File: config.mk
export PLATFORM = sky130hd
export DESIGN_NAME = csv_field_tokenizer_unit
export DESIGN_NICKNAME = d
export VERILOG_FILES = /design/src/cft_pkg.sv /design/src/csv_field_tokenizer_unit.sv
export SDC_FILE = /design/constraint.sdc
export NUM_CORES = 1
export LEC_CHECK = 0
export ABC_AREA = 1
export BUFFER_PORTS_ARGS = -buffer_cell sky130_fd_sc_hd__buf_2
export CAP_MARGIN = 10
export CORE_ASPECT_RATIO = 1.4
export CORE_MARGIN = 2
export CORE_UTILIZATION = 35
export CTS_BUF_LIST = sky130_fd_sc_hd__clkbuf_8
export DETAILED_ROUTE_END_ITERATION = 12
export PLACE_DENSITY = 0.59
export SYNTH_ARGS = -nofsm -noshare
export SYNTH_HDL_FRONTEND = slang
export SYNTH_SLANG_ARGS = --single-unit
File: constraint.sdc
create_clock -name clk_i -period 2.37 [get_ports clk_i]
set_clock_uncertainty 0.1 [all_clocks]
set_input_delay 0.474 -clock clk_i [delete_from_list [all_inputs] [get_ports clk_i]]
set_output_delay 0.474 -clock clk_i [all_outputs]
set_load 0.02 [all_outputs]
File: src/cft_pkg.sv
// Types and constants of the CSV field tokenizer.
package cft_pkg;

  // Special bytes
  localparam logic [7:0] ChComma = 8'h2C;
  localparam logic [7:0] ChQuote = 8'h22;
  localparam logic [7:0] ChNl    = 8'h0A;

  // Input item mode
  typedef enum logic {
    MODE_TEXT = 1'b0,
    MODE_EOI  = 1'b1
  } mode_e;

  // Result kinds
  typedef enum logic [1:0] {
    KIND_DATA = 2'd0,
    KIND_FEND = 2'd1,
    KIND_REND = 2'd2,
    KIND_ERR  = 2'd3
  } kind_e;

  // Error codes
  typedef enum logic [1:0] {
    ERR_NONE      = 2'd0,
    ERR_QUOTE_UNQ = 2'd1,
    ERR_JUNK      = 2'd2,
    ERR_NO_CLOSE  = 2'd3
  } err_e;

  // Parser states, one-hot
  typedef enum logic [5:0] {
    ST_REC   = 6'b000001,
    ST_FLD   = 6'b000010,
    ST_UNQ   = 6'b000100,
    ST_QUO   = 6'b001000,
    ST_QSEEN = 6'b010000,
    ST_FAIL  = 6'b100000
  } parse_state_e;

  typedef struct packed {
    mode_e      mode;
    logic [7:0] char_in;
  } in_item_t;

  typedef struct packed {
    kind_e      kind;
    logic [7:0] char_out;
    err_e       error_code;
  } out_item_t;

endpackage

File: src/csv_field_tokenizer_unit.sv
// CSV field tokenizer: top level with input register, parser and result register.
// Streaming tokenizer for comma-separated records. One byte (or an end-of-input
// mark) is taken per transfer and gives at most one result: a content byte, a
// field end, a field-and-record end, or an error with its code. Quoted fields
// keep commas and newlines as data and turn a doubled quote into one quote;
// after an error the parser drops bytes until end of input. Throughput is one
// item per cycle while results are taken. The input register takes the item on
// its transfer and the result register takes its result when the result slot
// is free or being emptied. A stalled result holds back the input register,
// and through it in_ready_o. The next-state decision on one byte between those
// two registers is the whole datapath.
module csv_field_tokenizer_unit (
  input  logic                clk_i,
  input  logic                rst_ni,
  input  logic                in_valid_i,
  output logic                in_ready_o,
  input  cft_pkg::in_item_t   in_data_i,
  output logic                out_valid_o,
  input  logic                out_ready_i,
  output cft_pkg::out_item_t  out_data_o
);
  import cft_pkg::*;

  logic         in_valid_q;
  in_item_t     in_q;
  logic         out_valid_q, out_valid_d;
  out_item_t    out_q;
  parse_state_e state_q, state_d;
  logic         advance;
  logic         emit;
  out_item_t    res;
  logic         is_nl, is_comma, is_quote;

  // Input stage moves on when the result slot is free or being emptied
  assign advance    = in_valid_q && (!out_valid_q || out_ready_i);
  assign in_ready_o = !in_valid_q || advance;

  assign is_nl    = (in_q.char_in == ChNl);
  assign is_comma = (in_q.char_in == ChComma);
  assign is_quote = (in_q.char_in == ChQuote);

  // Next state and result for the registered item
  always_comb begin
    state_d = state_q;
    emit    = 1'b0;
    res     = '{kind: KIND_DATA, char_out: '0, error_code: ERR_NONE};
    if (in_q.mode == MODE_EOI) begin
      state_d = ST_REC;
      unique case (state_q)
        ST_FLD, ST_UNQ, ST_QSEEN: begin
          emit     = 1'b1;
          res.kind = KIND_REND;
        end
        ST_QUO: begin
          emit           = 1'b1;
          res.kind       = KIND_ERR;
          res.error_code = ERR_NO_CLOSE;
        end
        default: ;
      endcase
    end else begin
      unique case (state_q)
        ST_REC, ST_FLD: begin
          if (is_nl) begin
            // blank line at record start is skipped
            if (state_q == ST_FLD) begin
              state_d  = ST_REC;
              emit     = 1'b1;
              res.kind = KIND_REND;
            end
          end else if (is_comma) begin
            state_d  = ST_FLD;
            emit     = 1'b1;
            res.kind = KIND_FEND;
          end else if (is_quote) begin
            state_d = ST_QUO;
          end else begin
            state_d      = ST_UNQ;
            emit         = 1'b1;
            res.char_out = in_q.char_in;
          end
        end
        ST_UNQ: begin
          emit = 1'b1;
          if (is_nl) begin
            state_d  = ST_REC;
            res.kind = KIND_REND;
          end else if (is_comma) begin
            state_d  = ST_FLD;
            res.kind = KIND_FEND;
          end else if (is_quote) begin
            state_d        = ST_FAIL;
            res.kind       = KIND_ERR;
            res.error_code = ERR_QUOTE_UNQ;
          end else begin
            res.char_out = in_q.char_in;
          end
        end
        ST_QUO: begin
          if (is_quote) begin
            state_d = ST_QSEEN;
          end else begin
            emit         = 1'b1;
            res.char_out = in_q.char_in;
          end
        end
        ST_QSEEN: begin
          emit = 1'b1;
          if (is_quote) begin
            // escaped quote
            state_d      = ST_QUO;
            res.char_out = in_q.char_in;
          end else if (is_comma) begin
            state_d  = ST_FLD;
            res.kind = KIND_FEND;
          end else if (is_nl) begin
            state_d  = ST_REC;
            res.kind = KIND_REND;
          end else begin
            state_d        = ST_FAIL;
            res.kind       = KIND_ERR;
            res.error_code = ERR_JUNK;
          end
        end
        default: state_d = ST_FAIL;
      endcase
    end
  end

  // Result slot: loaded on advance, held while stalled
  always_comb begin
    if (advance) begin
      out_valid_d = emit;
    end else begin
      out_valid_d = out_valid_q && !out_ready_i;
    end
  end

  // Control registers
  always_ff @(posedge clk_i or negedge rst_ni) begin
    if (!rst_ni) begin
      in_valid_q  <= 1'b0;
      out_valid_q <= 1'b0;
      state_q     <= ST_REC;
    end else begin
      if (in_ready_o) begin
        in_valid_q <= in_valid_i;
      end
      out_valid_q <= out_valid_d;
      if (advance) begin
        state_q <= state_d;
      end
    end
  end

  // Payload registers
  always_ff @(posedge clk_i) begin
    if (in_ready_o && in_valid_i) begin
      in_q <= in_data_i;
    end
    if (advance && emit) begin
      out_q <= res;
    end
  end

  assign out_valid_o = out_valid_q;
  assign out_data_o  = out_q;

endmodule

Word-level counts from Yosys, hierarchy flattened
Index checks and enable logic that the tools add are counted.
{ "totals": {"regBits": 29, "input_bits": 13} }
{ "classes": {"n_eq_ne": 11, "muxes": 47, "n_reduce_logical": 14} }
{ "op_table": {"columns": ["cell", "count"], "rows": [
  ["2-to-1 mux 6 bit", 11],
  ["2-to-1 mux 8 bit", 4],
  ["one-hot mux 8 bit (4 select lines)", 1],
  ["2-to-1 mux 2 bit", 13],
  ["one-hot mux 6 bit (4 select lines)", 1],
  ["2-to-1 mux 10 bit", 2],
  ["== test 8 x 6 -> 1 bit (second input constant)", 2],
  ["2-to-1 mux 1 bit", 10],
  ["== test 8 x 4 -> 1 bit (second input constant)", 1],
  ["one-hot mux 2 bit (2 select lines)", 2],
  ["== test 6 x 1 -> 1 bit (second input constant)", 1],
  ["== test 6 x 2 -> 1 bit (second input constant)", 1],
  ["== test 6 x 3 -> 1 bit (second input constant)", 1],
  ["== test 6 x 4 -> 1 bit (second input constant)", 1],
  ["== test 6 x 5 -> 1 bit (second input constant)", 1],
  ["one-hot mux 2 bit (3 select lines)", 1],
  ["inequality test 5 bit (second input constant)", 1],
  ["logical AND 1 bit", 4],
  ["2-to-1 mux 4 bit", 1],
  ["inequality test 4 bit (second input constant)", 1],
  ["AND reduction 4 bit", 1],
  ["OR reduction 2 bit", 2],
  ["OR reduction 4 bit", 1],
  ["zero test 1 bit", 3],
  ["other kinds (4)", 5]
]} }

Longest topological paths before layout
{ "depth": {"depth_word": 7, "depth_mapped": 12, "mapped_depth_nobuf": 12} }

Worst setup path before layout
No wires, ideal clock.
{ "synth_path": {"path_kind": "register -> register", "start": "reg in_q[7] (netlist name)", "end": "reg out_q, in the netlist out_data_o[0] (enable)", "setup_time_ps": 344, "arrival_time_ps": 1396, "t_required_ps": 1926, "slack_ps": 530, "path_stages_with_launch": 12, "path_buffers": 0, "period_less_slack_ps": 1840, "cell_sequence": "edfxtp_1 > nor2_1 > nand2_1 > nor2_2 > nand2_1 > nand2_1 > nand2_1 > nand2_1 > nand2_1 > nand2_1 > nand2_1 > inv_1"} }
{ "synth_between": {"elab_chain_cells": 7} }
{ "synth_lines": {"columns": ["element", "line_no", "text"], "rows": [
  ["from (decl)", "csv_field_tokenizer_unit.sv:25", "in_item_t in_q;"],
  ["from (signal assigned)", "csv_field_tokenizer_unit.sv:159", "in_q <= in_data_i;"],
  ["== test 8 x 6 -> 1 bit", "csv_field_tokenizer_unit.sv:40", "assign is_quote = (in_q.char_in == ChQuote);"],
  ["2-to-1 mux 1 bit", "csv_field_tokenizer_unit.sv:75, csv_field_tokenizer_unit.sv:100", null],
  ["2-to-1 mux 1 bit", "csv_field_tokenizer_unit.sv:71", "end else if (is_comma) begin"],
  ["2-to-1 mux 1 bit", "csv_field_tokenizer_unit.sv:64", "if (is_nl) begin"],
  ["one-hot mux 1 bit (3 select lines) *", "csv_field_tokenizer_unit.sv:62", "unique case (state_q)"],
  ["2-to-1 mux 1 bit *", "csv_field_tokenizer_unit.sv:47", "if (in_q.mode == MODE_EOI) begin"],
  ["logical AND 1 bit *", "csv_field_tokenizer_unit.sv:161", "if (advance && emit) begin"],
  ["to (signal assigned)", "csv_field_tokenizer_unit.sv:162", "out_q <= res;"],
  ["to (decl)", "csv_field_tokenizer_unit.sv:27", "out_item_t out_q;"]
]} }
Every way passes the cells marked *; elsewhere a longest branch is shown, timed or not.
A chain may end at the register's enable or synchronous reset.

Final worst setup path
{ "layout_path": {"start": "reg in_q[7] (netlist name)", "end": "reg out_q, in the netlist out_data_o[1] (enable)"} }
The elaborated chain is that of the path after synthesis.

==> impl_results.md <==
- Avg Inst Size Synth: 8.66 µm²
- Worst skew pair latency: 0.28 ns
- Net Switching: 576 µW
- Area of the core: 4460 µm²
- Hpwl dp: 2510 µm
- Ant diodes: 0
- Internal power: 1.03 mW
- Area grow syn2layout: 20.3%
- Sequential power share: 43.0%
- Top-count cell post-synth: nand2_1
- Worst-Margin Slew: 0.443 ns
- Die footprint: 5110 µm²
- Yosys top cell by area: edfxtp_1
- Period minus WS final: 2.09 ns
- Synth cell types: 26
- Sw Ratio: 35.9%
- Worst setup EP type: register
- Vias: 1290
- TritonCTS clock tree: done
- Worst EP required: 2.20 ns
- Ys Warns: 0
- Pin count of the biggest net entering global routing: 13
- CP Max Fanout: 12
- Fill cell count: 457
- DR WL/cell: 11.0 µm
- Yosys top cell area share: 39.6%
- Status: finished, final reports clean
- Ranking of synthesized cells by area: edfxtp_1, nand2_1, dfrtp_1, inv_1, nor2_1
- H-tree depth: 2
- Hold path start: in_data_i[5]
- CTS Hold Bufs: 1
- Relative slew slack: 70.4%
- Layout cells sized above 1: 29.1%
- Fmax: 477 MHz
- Final hold vios: 0
- Width of the die: 61.0 µm
- Die H: 83.8 µm
- Register area share after synthesis: 52.2%
- Final ANT Viol Nets: 0
- IO Port Bufs: 26
- Total global-route track usage: 14.4%
- Setup tns final: 0 ns
- Worst setup SP type: register
- Initial Util: 35.7%
- Top FF cell, synth: edfxtp_1
- CTS Root Cell: clkbuf_8
- Static Leak: 0.921 nW
- # setup viols final: 0
- CTS clk-pin slew, worst paths: 0.06 ns
- Placer congestion estimate: 0.922
- Post-Route WL: 3090 µm
- PD cells: 837 nW/µm²
- Number of global-route vias before repair: 1279
- Layout Nets: 232
- Cts repair resizes: 0
- Clock net sink count: 29
- Postcts setup bufs: 0
- Synth cell count leaders: nand2_1, inv_1, edfxtp_1
- Crit Path Class: reg -> reg
- Mapped Area: 1590 µm²
- Hold WC Path Type: in -> reg
- Max Transition Viols Final: 0
- Register area: 832 µm²
- RSZ-0062 raised after global routing: false
- Multi-input gate area in the final layout: 644 µm²
- Ys async rst share: 27.6%
- Area of placed instances: 1810 µm²
- Fin crit share: 88.4%
- DRC: 0
- Grt ovf: 0
- Post-synth EDFFs: 21
- RR Startpoint: in_q[7]
- Via density: 4.57
- Crit path DAT: 1.92 ns
- Synthesized instance count: 184
- Row count: 29
- #FFs+latches synth: 29
- Synth Net Count: 197
- Max_cap viols: 0
- Crit. Startpoint: in_q[7]
- Power Total: 1.61 mW
- Num CTS Buffers: 5
- Design area: 1920 µm²
- Ports: 27
- DRT Pass-1 Iters: 4
- First-pass GRT wire length: 5410 µm
- VDD IR-drop max: 505 µV
- Drt initial violations: 30
- Logic pwr share: 31.0%
- Clk pwr share: 26.0%
- CTS Buffer Depth: 2
- Initial antenna violation count: 0
[worst paths after layout]
kind	to	slack (ns)	cells after the start
max	out_data_o[1]	0.28	11
min	in_q[5]	0.26	1
max reg2reg	out_data_o[1]	0.28	11
min reg2reg	state_q[0]	0.42	2
max in group asynchronous	state_q[0]	1.49	2
min in group asynchronous	in_valid_q	0.45	2
[registers in the layout, summed over array words and instances, names as in the netlist]
name	cells
out_data_o	12
in_q	9
state_q	6
in_valid_q	1
out_valid_o	1
[metal layers]
layer	vias up	track usage [%]	share of wire, %
li1	663	-	-
met4	0	9.29	4.2
met1	570	16.3	39
met2	44	23.4	51
met3	13	2.95	5.9
met5	-	0	0
[logic make-up (layout without fill, tap and decap cells)]
kind of cell / count (synthesis) / count (layout) / synth area share (%)
AND/OR/NAND/NOR: 108 / 108 / 33.5
flip-flops: 29 / 29 / 52.2
buffers and inverters: 30 / 66 / 7.31
AO/OA/AOI/OAI: 17 / 17 / 6.99
[power by group through the flow]
stage | logic [mW] | clock network, mW | registers, mW
after floorplan | 0.328 | 0 | 0.740
after global placement | 0.501 | 0 | 0.701
after detailed placement | 0.499 | 0 | 0.702
after CTS | 0.502 | 0.434 | 0.691
after global routing | 0.555 | 0.453 | 0.701
final | 0.497 | 0.418 | 0.690
[final cells by class]
class / instances / area share (%)
sequential: 29 / 43.4
multi-input combinational: 125 / 33.6
timing repair buffer: 29 / 8.09
inverter: 29 / 5.81
clock buffer: 6 / 4.31
tap: 62 / 4.05
clock inverter: 2 / 0.718
[cells in the final DEF (no fill, tap or decap), types with 3 or more instances in the layout]
cell type and instances:
nor3_1 3, nor2_4 4, nand2_1 54, nor2_1 19, o21ai_0 4, nand3_2 5, o21ai_1 4, clkbuf_8 6
dfrtp_1 7, inv_2 6, buf_2 26, nand3_1 11, inv_1 22, edfxtp_1 21, nand2_2 3, nor2_2 5
[worst max-delay path, cell delays in order, from the launching register on]
cell,delay [ns]
edfxtp_1,0.40
nor2_1,0.17
nand2_1,0.10
nor2_2,0.19
nand2_1,0.09
nand2_1,0.07
nand2_1,0.04
nand2_1,0.06
nand2_1,0.04
nand2_1,0.05
nand2_1,0.07
inv_1,0.35
[through the flow]
step	utilization (%)	instances	setup WS, ns	hold WS (ns)
2_1_floorplan	-	184	0.530	0.0784
3_3_place_gp	40.6	273	0.323	0.222
3_5_place_dp	40.6	273	0.304	0.223
4_1_cts	42.9	282	0.284	0.255
5_1_grt	42.9	282	0.146	0.256
6_report	42.9	282	0.276	0.262
Note: power is estimated with default switching activity, not from simulation.
